===== src/spq_pkg.sv =====
// Shared types and constants for the sorted-insert priority queue.
package spq_pkg;

  // Default storage shape.
  localparam int SPQ_DEPTH        = 128;
  localparam int SPQ_PAYLOAD_BITS = 32;

  // Priority field width, fixed by the interface.
  localparam int SPQ_PRI_W = 4;

  // Operation codes carried on in_opcode.
  typedef enum logic {
    SPQ_OP_ENQ = 1'b0,
    SPQ_OP_DEQ = 1'b1
  } spq_op_t;

  // Per-cycle command broadcast to every cell of the chain.
  typedef struct packed {
    logic enq;  // insert the broadcast entry in sorted position
    logic deq;  // shift every entry one cell toward the head
  } spq_ctrl_t;

endpackage


===== src/spq_cell.sv =====
// One storage cell of the sorted chain: holds one entry and trades with its neighbors.
module spq_cell #(
  parameter int PAYLOAD_BITS = spq_pkg::SPQ_PAYLOAD_BITS
) (
  input  logic                         clk,
  input  logic                         rst_n,
  input  spq_pkg::spq_ctrl_t           ctrl,
  input  logic [spq_pkg::SPQ_PRI_W-1:0] new_pri,
  input  logic [PAYLOAD_BITS-1:0]      new_pay,
  input  logic                         prev_gt,
  input  logic                         prev_valid,
  input  logic [spq_pkg::SPQ_PRI_W-1:0] prev_pri,
  input  logic [PAYLOAD_BITS-1:0]      prev_pay,
  input  logic                         next_valid,
  input  logic [spq_pkg::SPQ_PRI_W-1:0] next_pri,
  input  logic [PAYLOAD_BITS-1:0]      next_pay,
  output logic                         valid,
  output logic [spq_pkg::SPQ_PRI_W-1:0] pri,
  output logic [PAYLOAD_BITS-1:0]      pay,
  output logic                         gt
);
  import spq_pkg::*;

  logic                    valid_r, valid_nxt;
  logic [SPQ_PRI_W-1:0]    pri_r, pri_nxt;
  logic [PAYLOAD_BITS-1:0] pay_r, pay_nxt;

  // An empty cell counts as larger than any priority, so the new entry
  // lands in the first empty cell when nothing held outranks it.
  assign gt = !valid_r || (pri_r > new_pri);

  // Next content: shift toward the head, shift away from it, or take the new entry.
  always_comb begin
    valid_nxt = valid_r;
    pri_nxt   = pri_r;
    pay_nxt   = pay_r;
    if (ctrl.deq) begin
      valid_nxt = next_valid;
      pri_nxt   = next_pri;
      pay_nxt   = next_pay;
    end else if (ctrl.enq && gt) begin
      if (prev_gt) begin
        valid_nxt = prev_valid;
        pri_nxt   = prev_pri;
        pay_nxt   = prev_pay;
      end else begin
        valid_nxt = 1'b1;
        pri_nxt   = new_pri;
        pay_nxt   = new_pay;
      end
    end
  end

  // Occupancy flag is reset; the entry itself needs none.
  always_ff @(posedge clk) begin
    if (!rst_n) begin
      valid_r <= 1'b0;
    end else begin
      valid_r <= valid_nxt;
    end
  end

  always_ff @(posedge clk) begin
    pri_r <= pri_nxt;
    pay_r <= pay_nxt;
  end

  assign valid = valid_r;
  assign pri   = pri_r;
  assign pay   = pay_r;

endmodule

===== config.mk =====
export PLATFORM = sky130hd
export DESIGN_NAME = spq_cell
export DESIGN_NICKNAME = d
export VERILOG_FILES = /design/src/spq_pkg.sv /design/src/spq_cell.sv
export SDC_FILE = /design/constraint.sdc
export NUM_CORES = 1
export LEC_CHECK = 0
export ABC_AREA = 1
export BUFFER_PORTS_ARGS = -buffer_cell sky130_fd_sc_hd__buf_2
export CORE_UTILIZATION = 42
export CTS_CLUSTER_SIZE = 40
export DETAILED_ROUTE_END_ITERATION = 7
export PLACE_DENSITY = 0.81
export SYNTH_ARGS = -nofsm -noshare
export SYNTH_HDL_FRONTEND = slang
export SYNTH_SLANG_ARGS = --single-unit

===== constraint.sdc =====
create_clock -name clk -period 2.4 [get_ports clk]
set_clock_uncertainty 0.05 [all_clocks]
set_input_delay 0.12 -clock clk [delete_from_list [all_inputs] [get_ports clk]]
set_output_delay 0.12 -clock clk [all_outputs]
set_load 0.02 [all_outputs]

* Yosys cells after proc, flatten, opt, wreduce, memory -nomap -nowiden *
Cells that the tools add are included.

storage, ports and cells
  bits of input ports = 115
  output and inout bits = 38
  word-level logic and storage cells = 17
  register bits after elaboration = 37

operators by class
  reduce and logical (&&, ||, !) cells = 4
  mux-type cells = 9
  $lt $le $gt $ge = 1

operators with widths
  kind                 count
  $mux W32             3
  $mux W4              3
  $gt A4 B4 Y1         1
  $mux W1              3
  $reduce_bool A2 Y1   1
  $logic_and A1 B1 Y1  1
  $logic_not A1 Y1     1
  $logic_or A1 B1 Y1   1

* Longest topological paths before layout *
Gate-level depths: netlist of the first run.

  depth after elaboration = 5
  depth in mapped cells = 12
  depth with buffers taken out = 12

* Worst setup path after synthesis of the first run *
OpenSTA, ideal clock, no wires.

  kind = register to register
  from = register pri_r[3] (netlist: pri[3])
  to = register pay_r[0] (netlist: pay[0]), enable pin
  path buffers = 0
  path slack = 0.266 ns
  stages on the path, launching flop included = 10
  data required time = 1.972 ns
  clock period less this slack = 2.134 ns
  setup time = 0.378 ns
  arrival = 1.706 ns
  cell sequence = edfxtp_1 -> ha_1 -> nand2_1 -> inv_2 -> nand2_1 -> nand2_1 -> nand2_1 -> nand2_2 -> nand2_2 -> nand2_2

between the ends
  word-level cells in the longest chain between the ends = 4

ends and longest elaborated chain
  element                       line            source
  from (decl)                   spq_cell.sv:25  logic [SPQ_PRI_W-1:0] pri_r, pri_nxt;
  from (signal assigned)        spq_cell.sv:64  pri_r <= pri_nxt;
  $gt A4 B4 Y1                  spq_cell.sv:30  assign gt = !valid_r || (pri_r > new_pri);
  $logic_or A1 B1 Y1            spq_cell.sv:30
  named net gt                  spq_cell.sv:20  output logic gt
  $logic_and A1 B1 Y1           spq_cell.sv:41  end else if (ctrl.enq && gt) begin
  $reduce_bool A2 Y1 (no line)  -
  to (signal assigned)          spq_cell.sv:65  pay_r <= pay_nxt;
  to (decl)                     spq_cell.sv:26  logic [PAYLOAD_BITS-1:0] pay_r, pay_nxt;

The timed path passes the listed nets, and every way through them passes these cells.
A chain may end at the register's enable or synchronous reset.

* Worst setup path in the final report of the first run *
  from = register pri_r[1] (netlist: pri[1])
  to = register pay_r[24] (netlist: pay[24]), enable pin

between the ends
  word-level cells in the longest chain between the ends = 4

ends and longest elaborated chain
  element                       line
  $gt A4 B4 Y1                  spq_cell.sv:30
  $logic_or A1 B1 Y1            spq_cell.sv:30
  $logic_and A1 B1 Y1           spq_cell.sv:41
  $reduce_bool A2 Y1 (no line)  -

No other way between the ends.

==> impl_metrics.py, run 1 <==
metrics = {
    "worst_setup_path": {
        "endpoint_kind": "flip-flop",
        "arrival_ns": 1.70,
        "cp_slowest_cell": "edfxtp_1",
        "path_class": "reg2reg",
        "startpoint_type": "flip-flop",
        "crit_top_cell": "nand2_1",
        "worst-path-buf-inv": 1,
        "crit_path_cell_trace": "ha_1 > nand2_1 > nand2_1 > nand2_1 > nand2_1 > nand2_1 > nand2_2 > nand2_2 > nand2_2 > buf_4",
        "crit_required_ns": 2.31,
        "critPathTopFamily": "flip-flops",
        "crit_fanout": 20,
        "worst_path_largest_cell_delay_ns": 0.41,
    },
    "clock_network": {
        "post_cts_resized": 0,
        "cts_buffers": 5,
        "path_clk_slew_ns": 0.07,
        "cts_tree": "done",
        "worst_skew_pair.late_latency_ns": 0.28,
        "post_cts_buffers": 0,
        "ctsHtreeMaxLevel": 2,
        "cts-hold-fix-buffers": 0,
        "cts-root-buf": "clkbuf_8",
        "cts_sinks": 37,
        "clockBufferDepth": 2,
    },
    "sta": {
        "setup_violations": 0,
        "tightest_slew_ns": 0.629,
        "timing.final.ws_setup_ns": 0.608,
        "period_needed_ns": 1.79,
        "post-route-period-util": 0.747,
        "max_freq_mhz": 558,
        "setup_tns_ns": 0,
        "hold_viol_final": 0,
        "drv_slew": 0,
        "slew_headroom": 0.580,
        "rsz0062_at_grt": "false",
    },
    "global_route": {
        "grt_usage": 0.191,
        "grt_pass1_wl_um": 8010,
        "first_global_vias": 1875,
        "grt_start_max_net_pins": 39,
        "antenna_found_initial": 0,
        "grt-ovfl-total": 0,
    },
    "floorplan": {
        "ios": 153,
        "design.die.area_mm2": 0.00565,
        "die_h_um": 75.2,
        "die_x_um": 75.2,
        "initial_core_util": 0.437,
        "core_mm2": 0.00514,
        "rows": 26,
    },
    "detailed_routing": {
        "first_pass_iters": 4,
        "wl_um": 5650,
        "drt-vias-per-instance": 4.73,
        "first_iter_violations": 101,
        "drcViolationCount": 0,
        "wl_per_cell_um": 12.7,
        "antenna_left": 0,
        "via_count": 2100,
    },
    "layout": {
        "utilization": 0.603,
        "drive_gt1_frac": 0.588,
        "diodes": 0,
        "final_nets": 492,
        "syn2layout_area_growth_pct": 38.0,
    },
    "pwr": {
        "worst_ir_drop_vdd_mv": 0.318,
        "power.total_mw": 1.78,
        "power.density_mw_per_mm2": 574,
        "cellLeakagePower_nw": 1.42,
    },
    "run_status": {
        "outcome": "finished clean",
    },
    "yosys": {
        "synthDistinctLibCells": 21,
        "ys_top_cells_by_count": "a21oi_1, nand2_1, edfxtp_1",
        "synth-seq-area-share": 0.490,
        "async_flop_share": 0,
        "yosysTopAreaCell": "edfxtp_1",
        "syn_inst": 224,
        "synth_top_cell_area_share": 0.481,
        "synth_area_mm2": 0.00225,
        "yosys_most_used_dff": "edfxtp_1",
        "synth_fp_nets": 343,
        "yosysWarnings": 0,
        "syn_avg_cell_area_um2": 10.0,
        "synth.area.top_cells": "edfxtp_1, a21oi_2, a21oi_1",
        "synth_edf_count": 36,
        "ys_ff_latch": 37,
    },
    "placement": {
        "dpl_worst_slack_ns": 0.598,
        "port_buffers": 152,
        "hpwl_um": 4120,
        "gp_congestion": 0.733,
    },
    "job": {
        "drv_cap": 0,
    },
    "worst_hold_path": {
        "hold_path.class": "in2reg",
    },
}
==> tightest hold or removal path, stage by stage <==
cell and delay [ns]:
buf_2 0.10, o31ai_1 0.07, a21oi_2 0.04
==> logic make-up (layout without fill, tap and decap cells) <==
group                      count (synthesis)  count (layout)  synth area share
AOI/OAI and AO/OA                         76              76             0.224
adders and majority gates                  4               4            0.0223
buffers and inverters                     24             174            0.0768
DFF                                       37              37             0.490
and+or+nand+nor                           83              83             0.187
==> cells in the final DEF (no fill, tap or decap), types with 3 or more instances in the layout <==
| master | count |
|---|---|
| buf_2 | 152 |
| nand2_1 | 42 |
| a21oi_1 | 42 |
| edfxtp_1 | 36 |
| a21oi_2 | 31 |
| nor2_1 | 17 |
| nor2_4 | 10 |
| nor2_2 | 10 |
| inv_1 | 6 |
| clkbuf_8 | 5 |
| buf_4 | 5 |
| ha_1 | 4 |
| inv_2 | 3 |
| nand2_2 | 3 |
==> final cells by class <==
type	instances	area (µm²)
clock buffers	6	72.6
clock inverters	2	33.8
flip-flops and latches	37	1100
repair buffers	157	798
well taps	70	87.6
multi-input cells	163	975
inverters	9	33.8
fillers	468	2040
==> routing by layer <==
metal | routed length, µm | vias up | track usage
met3 | 381 | 4 | 0.0402
li1 | - | 1068 | -
met1 | 2430 | 936 | 0.225
met2 | 2790 | 92 | 0.345
met4 | 48 | 0 | 0.0679
met5 | 0 | - | 0
==> metrics by stage <==
step / instances / cell area, µm² / hold WS [ns]
after floorplan: 224 / 2250 / 0.211
after global placement: 436 / 3000 / 0.324
after detailed placement: 436 / 3000 / 0.333
after CTS: 444 / 3100 / 0.0284
after global routing: 444 / 3100 / 0.0472
final: 444 / 3100 / 0.0431
==> power breakdown <==
part / leakage, nW / switching, mW / total (mW) / internal, mW
logic: 1.00 / 0.283 / 0.467 / 0.184
registers: 0.368 / 0.0170 / 0.807 / 0.790
clock network: 0.0528 / 0.200 / 0.507 / 0.306
==> path summary, 6_finish.rpt <==
kind	startpoint	to	slack, ns	cells after the start
max	pri[1]$_DFFE_PP_	pay[24]$_DFFE_PP_	0.61	10
min	rst_n	valid$_SDFFE_PN0P_	0.04	3
max reg2reg	pri[1]$_DFFE_PP_	pay[24]$_DFFE_PP_	0.61	10
min reg2reg	valid$_SDFFE_PN0P_	valid$_SDFFE_PN0P_	0.56	2
==> state kept, by name (all words and copies together), names as in the netlist <==
register and flops:
pay 32, pri 4, valid 1
Note: power is estimated with default switching activity, not from simulation.
==> run 2, diff against run 1 <==
- ABC_AREA: 1 -> 0
- CORE_UTILIZATION: 42 -> 40
- PLACE_DENSITY: 0.81 -> 0.8
- clock period: 2.4 -> 1.8 ns (I/O delays scaled with it)
==> impl_metrics.py, run 2 <==
metrics = {
    "sta": {
        "max_freq_mhz": 534,
        "period_needed_ns": 1.87,
        "hold_slack_ns": 0.0179,
        "rsz0062_at_grt": "true",
        "setup_violations": 38,
        "slew_headroom": 0.784,
        "setup_tns_ns": -2.40,
        "post-route-period-util": 1.04,
        "tightest_slew_ns": 0.324,
        "hold_viol_final": 0,
        "timing.final.ws_setup_ns": -0.0724,
        "drv_slew": 0,
    },
    "yosys": {
        "yosysTopAreaCell": "edfxtp_1",
        "syn_inst": 179,
        "synth_top_cell_area_share": 0.530,
        "ys_top_cells_by_count": "nand2_1, mux2i_1, edfxtp_1, o21ai_1, inv_1",
        "async_flop_share": 0,
        "synth.most_common_cell": "nand2_1",
        "synth_edf_count": 36,
        "yosys_most_used_dff": "edfxtp_1",
        "yosysWarnings": 0,
        "synth-seq-area-share": 0.540,
        "synth_area_mm2": 0.00204,
        "synth_fp_nets": 298,
        "synth.area.top_cells": "edfxtp_1, mux2i_1, o21ai_1",
        "synthDistinctLibCells": 20,
        "syn_avg_cell_area_um2": 11.4,
        "ys_ff_latch": 37,
    },
    "placement": {
        "port_buffers": 152,
        "gp_congestion": 0.704,
        "dpl_worst_slack_ns": 0.0102,
        "hpwl_um": 4110,
        "placedCellCount": 391,
        "place_area_mm2": 0.00290,
    },
    "worst_setup_path": {
        "crit_path_start": "pri[1]$_DFFE_PP_",
        "startpoint_type": "flip-flop",
        "worst_path_largest_cell_delay_ns": 0.40,
        "endpoint_kind": "flip-flop",
        "arrival_ns": 1.81,
        "crit_required_ns": 1.74,
        "crit_fanout": 20,
        "crit_path_cell_trace": "ha_1 > nor2b_4 > o211ai_2 > buf_4 > a41oi_4 > buf_12",
        "cp_slowest_cell": "edfxtp_1",
        "path_class": "reg2reg",
        "worstReg2RegStart": "pri[1]$_DFFE_PP_",
    },
    "floorplan": {
        "design.die.area_mm2": 0.00539,
        "die_h_um": 73.4,
        "ios": 153,
        "initial_core_util": 0.424,
        "core_mm2": 0.00482,
        "rows": 25,
        "die_x_um": 73.4,
    },
    "global_route": {
        "grt_pass1_wl_um": 7650,
        "grt_start_max_net_pins": 39,
        "grt_usage": 0.193,
        "antenna_found_initial": 0,
        "first_global_vias": 1693,
        "grt-ovfl-total": 0,
    },
    "clock_network": {
        "path_clk_slew_ns": 0.07,
        "cts_buffers": 5,
        "cts_tree": "done",
        "clockBufferDepth": 2,
        "cts-hold-fix-buffers": 0,
        "cts_sinks": 37,
        "worst_skew_pair.late_latency_ns": 0.28,
        "cts-root-buf": "clkbuf_8",
        "post_cts_resized": 0,
        "ctsHtreeMaxLevel": 2,
    },
    "layout": {
        "layout_commonest_cell": "buf_2",
        "fill_cells": 411,
        "stdcell_count": 400,
        "largest_reg_flops": 32,
        "drive_gt1_frac": 0.508,
        "fin_area_mm2": 0.00302,
        "syn2layout_area_growth_pct": 47.8,
        "layout_common_cells": "buf_2, nand2_1, mux2i_1",
        "final_nets": 451,
        "diodes": 0,
    },
    "worst_hold_path": {
        "holdCritStartpoint": "rst_n",
        "hold_path.class": "in2reg",
    },
    "detailed_routing": {
        "antenna_left": 0,
        "via_count": 1865,
        "first_pass_iters": 4,
        "wl_per_cell_um": 12.9,
        "wl_um": 5140,
        "drt-vias-per-instance": 4.66,
        "drcViolationCount": 0,
        "first_iter_violations": 153,
    },
    "job": {
        "drv_cap": 0,
    },
    "pwr": {
        "worst_ir_drop_vdd_mv": 0.450,
        "power.density_mw_per_mm2": 811,
        "cellLeakagePower_nw": 1.52,
    },
    "run_status": {
        "outcome": "complete, but fails checks",
        "violations": "negative setup slack",
    },
}
run 2: cell families after synthesis:
kind of cell / count (synthesis) / share of synthesized area
AO/OA/AOI/OAI: 42 / 0.120
adder cells (fa/ha/maj): 4 / 0.0245
buffers and inverters: 17 / 0.0497
flip-flops: 37 / 0.540
multiplexers: 37 / 0.181
AND/OR/NAND/NOR: 42 / 0.0846
run 2: final timing paths:
check | end | slack, ns | cells after the start
max | pay[3]$_DFFE_PP_ | -0.07 | 6
max reg2reg | pay[3]$_DFFE_PP_ | -0.07 | 6
min reg2reg | valid$_SDFFE_PN0P_ | 0.51 | 2
min | valid$_SDFFE_PN0P_ | 0.02 | 3
run 2: through the flow:
| step | power (mW) | util |
|---|---|---|
| after global placement | 1.75 | 0.602 |
| after global routing | 2.56 | 0.626 |
| after detailed placement | 1.78 | 0.602 |
| final | 2.45 | 0.626 |
| after CTS | 2.47 | 0.626 |
| after floorplan | 1.49 | - |
run 2: power by group:
group          switching, mW  internal, mW
clock                  0.280         0.409
combinational          0.369         0.282
sequential            0.0319          1.07
run 2: layout make-up:
type,count,area [µm²],share of cell area
clock buffer,6,72.6,0.0241
clock inverter,2,33.8,0.0112
inverter,5,18.8,0.00622
multi-input combinational,125,862,0.286
sequential,37,1100,0.365
tap,67,83.8,0.0278
timing repair buffer,158,843,0.280
run 2: metal layers:
layer | routed length, µm | vias up | share of wire | track usage
li1 | - | 957 | - | -
met5 | 0 | - | 0 | 0
met4 | 70 | 0 | 0.014 | 0.0598
met1 | 1970 | 809 | 0.38 | 0.212
met2 | 2690 | 91 | 0.52 | 0.361
met3 | 404 | 8 | 0.079 | 0.0494
run 2: critical path, delay by kind of cell (launching register included):
kind	cells	cell delay (ns)
adders and majority gates	1	0.31
DFF	1	0.40
and+or+nand+nor	1	0.14
AOI/OAI and AO/OA	2	0.32
buffers and inverters	2	0.36
run 2: timing repair:
action                     CTS  global route
pin swaps                    2             2
setup endpoints to repair    6            38
setup buffers                1             0
cloned                       0             0
==> run 3, diff against run 2 <==
- CELL_PAD_IN_SITES_DETAIL_PLACEMENT: unset -> 1
- CELL_PAD_IN_SITES_GLOBAL_PLACEMENT: unset -> 1
- CORE_UTILIZATION: 40 -> 28
- PLACE_DENSITY: 0.8 -> unset
- PLACE_DENSITY_LB_ADDON: unset -> 0.1
==> impl_metrics.py, run 3 (same netlist as run 2, synthesis figures left out) <==
metrics = {
    "worst_hold_path": {
        "hold_path.class": "in2reg",
    },
    "global_route": {
        "grt-ovfl-total": 0,
        "first_global_vias": 1902,
        "grt_start_max_net_pins": 38,
        "grt_usage": 0.145,
        "antenna_found_initial": 0,
        "grt_pass1_wl_um": 8430,
    },
    "clock_network": {
        "ctsHtreeMaxLevel": 2,
        "cts_tree": "done",
        "clockBufferDepth": 2,
        "cts-root-buf": "clkbuf_8",
        "cts_buffers": 5,
        "cts_sinks": 37,
        "worst_skew_pair.late_latency_ns": 0.27,
        "path_clk_slew_ns": 0.07,
        "cts-hold-fix-buffers": 0,
    },
    "sta": {
        "max_freq_mhz": 540,
        "slew_headroom": 0.772,
        "hold_viol_final": 0,
        "rsz0062_at_grt": "true",
        "tightest_slew_ns": 0.343,
        "hold_slack_ns": 0.0451,
        "period_needed_ns": 1.85,
        "timing.final.ws_setup_ns": -0.0532,
        "drv_slew": 0,
        "setup_violations": 37,
        "post-route-period-util": 1.03,
    },
    "worst_setup_path": {
        "r2r_cells": 6,
        "ff2ff_setup_slack_ns": -0.05,
        "crit_required_ns": 1.75,
        "worst_path_largest_cell_delay_ns": 0.42,
        "worst-path-buf-inv": 2,
        "crit_path_cell_trace": "ha_4 > nor2b_4 > o211ai_4 > a41oi_4 > buf_12 > clkbuf_16",
        "cp_num_cells": 6,
        "startpoint_type": "flip-flop",
        "endpoint_kind": "flip-flop",
        "crit_path_start": "pri[1]$_DFFE_PP_",
        "worstReg2RegStart": "pri[1]$_DFFE_PP_",
        "crit_fanout": 7,
        "path_class": "reg2reg",
        "cp_slowest_cell": "edfxtp_1",
        "arrival_ns": 1.81,
        "cp-endpoint": "pay[21]$_DFFE_PP_",
        "critPathTopFamily": "flip-flops",
        "timing.rr.end": "pay[21]$_DFFE_PP_",
    },
    "floorplan": {
        "core_mm2": 0.00691,
        "rows": 30,
        "ios": 153,
        "die_h_um": 87.4,
        "design.die.area_mm2": 0.00763,
        "die_x_um": 87.4,
        "initial_core_util": 0.295,
    },
    "layout": {
        "fill_cells": 850,
        "largest_reg_flops": 32,
        "layout_commonest_cell": "buf_2",
        "diodes": 0,
        "final_nets": 455,
        "multi_input_area_um2": 900,
        "layout_common_cells": "buf_2, nand2_1, mux2i_1",
        "ff_latch_area_mm2": 0.00110,
        "drive_gt1_frac": 0.525,
        "stdcell_count": 433,
        "syn2layout_area_growth_pct": 55.4,
    },
    "job": {
        "drv_cap": 0,
    },
    "pwr": {
        "worst_ir_drop_vdd_mv": 0.244,
        "cellLeakagePower_nw": 1.56,
        "power.density_mw_per_mm2": 753,
    },
    "run_status": {
        "violations": "negative setup slack",
        "outcome": "complete, but fails checks",
    },
    "detailed_routing": {
        "drt-vias-per-instance": 4.45,
        "first_pass_iters": 4,
        "via_count": 1926,
        "wl_per_cell_um": 13.7,
        "first_iter_violations": 43,
        "drcViolationCount": 0,
        "wl_um": 5910,
        "antenna_left": 0,
    },
    "placement": {
        "placedCellCount": 420,
        "gp_congestion": 0.719,
        "port_buffers": 152,
        "hpwl_um": 4570,
    },
}
run 3: cell types whose count changed in the layout (fill, tap and decap cells not counted):
cell	change
buf_12	+1
o211ai_4	+1
buf_6	+2
buf_4	-1
ha_1	-2
ha_4	+2
a21oi_2	+1
clkinv_2	+2
bufinv_16	-1
clkinv_1	-1
clkbuf_16	+3
a21oi_1	-1
o211ai_2	-1
buf_2	-1
run 3: area by class of cell:
| cell class | instances | share of cell area |
|---|---|---|
| Clock buffer | 6 | 0.0229 |
| Inverter | 5 | 0.00592 |
| Multi-Input combinational cell | 125 | 0.284 |
| Sequential cell | 37 | 0.347 |
| Tap cell | 96 | 0.0379 |
| Timing Repair Buffer | 162 | 0.299 |
| Clock inverter | 2 | 0.00316 |
run 3: how the worst min path moves through the flow:
stage / startpoint / end / depth (start not counted)
2_1_floorplan: rst_n / valid$_SDFFE_PN0P_ / 2
3_3_place_gp: next_pay[14] / pay[14]$_DFFE_PP_ / 3
3_5_place_dp: rst_n / valid$_SDFFE_PN0P_ / 3
4_1_cts: rst_n / valid$_SDFFE_PN0P_ / 3
5_1_grt: rst_n / valid$_SDFFE_PN0P_ / 3
6_report: next_pay[16] / pay[16]$_DFFE_PP_ / 3
run 3: report_power, final:
group	switching (mW)	total, mW	leakage (nW)	internal (mW)
Clock	0.277	0.545	0.0450	0.268
Sequential	0.0323	1.11	0.378	1.07
Combinational	0.395	0.735	1.14	0.340
run 3: worst reg2reg max path, cell delays in order, from the launching register on:
cell and delay [ns]:
edfxtp_1 0.42, ha_4 0.29, nor2b_4 0.16, o211ai_4 0.10
a41oi_4 0.23, buf_12 0.17, clkbuf_16 0.15
run 3: layer usage:
metal / share of wire / global-route usage
met1: 0.40 / 0.169
met2: 0.50 / 0.259
met3: 0.089 / 0.0455
met4: 0.0061 / 0.0358
met5: 0 / 0
run 3: per-stage QoR:
stage          power [mW]  setup TNS (ns)  setup slack [ns]   util  instance area, µm²
3_3_place_gp         1.77               0            0.0416  0.425                2940
3_5_place_dp         1.79               0           0.00370  0.425                2940
4_1_cts              2.34          -0.293           -0.0581  0.440                3040
2_1_floorplan        1.49          -17.03            -0.462      -                2060
6_report             2.39           -1.47           -0.0532  0.459                3170
5_1_grt              2.52           -3.38            -0.110  0.459                3170
run 3: what timing repair did:
action | in CTS | in global routing
cloned | 0 | 4
pin swaps | 3 | 4
buffers inserted | 0 | 1
gates resized for setup | 3 | 3
endpoints found under the setup margin | 22 | 38
hold endpoints to repair | 0 | 0
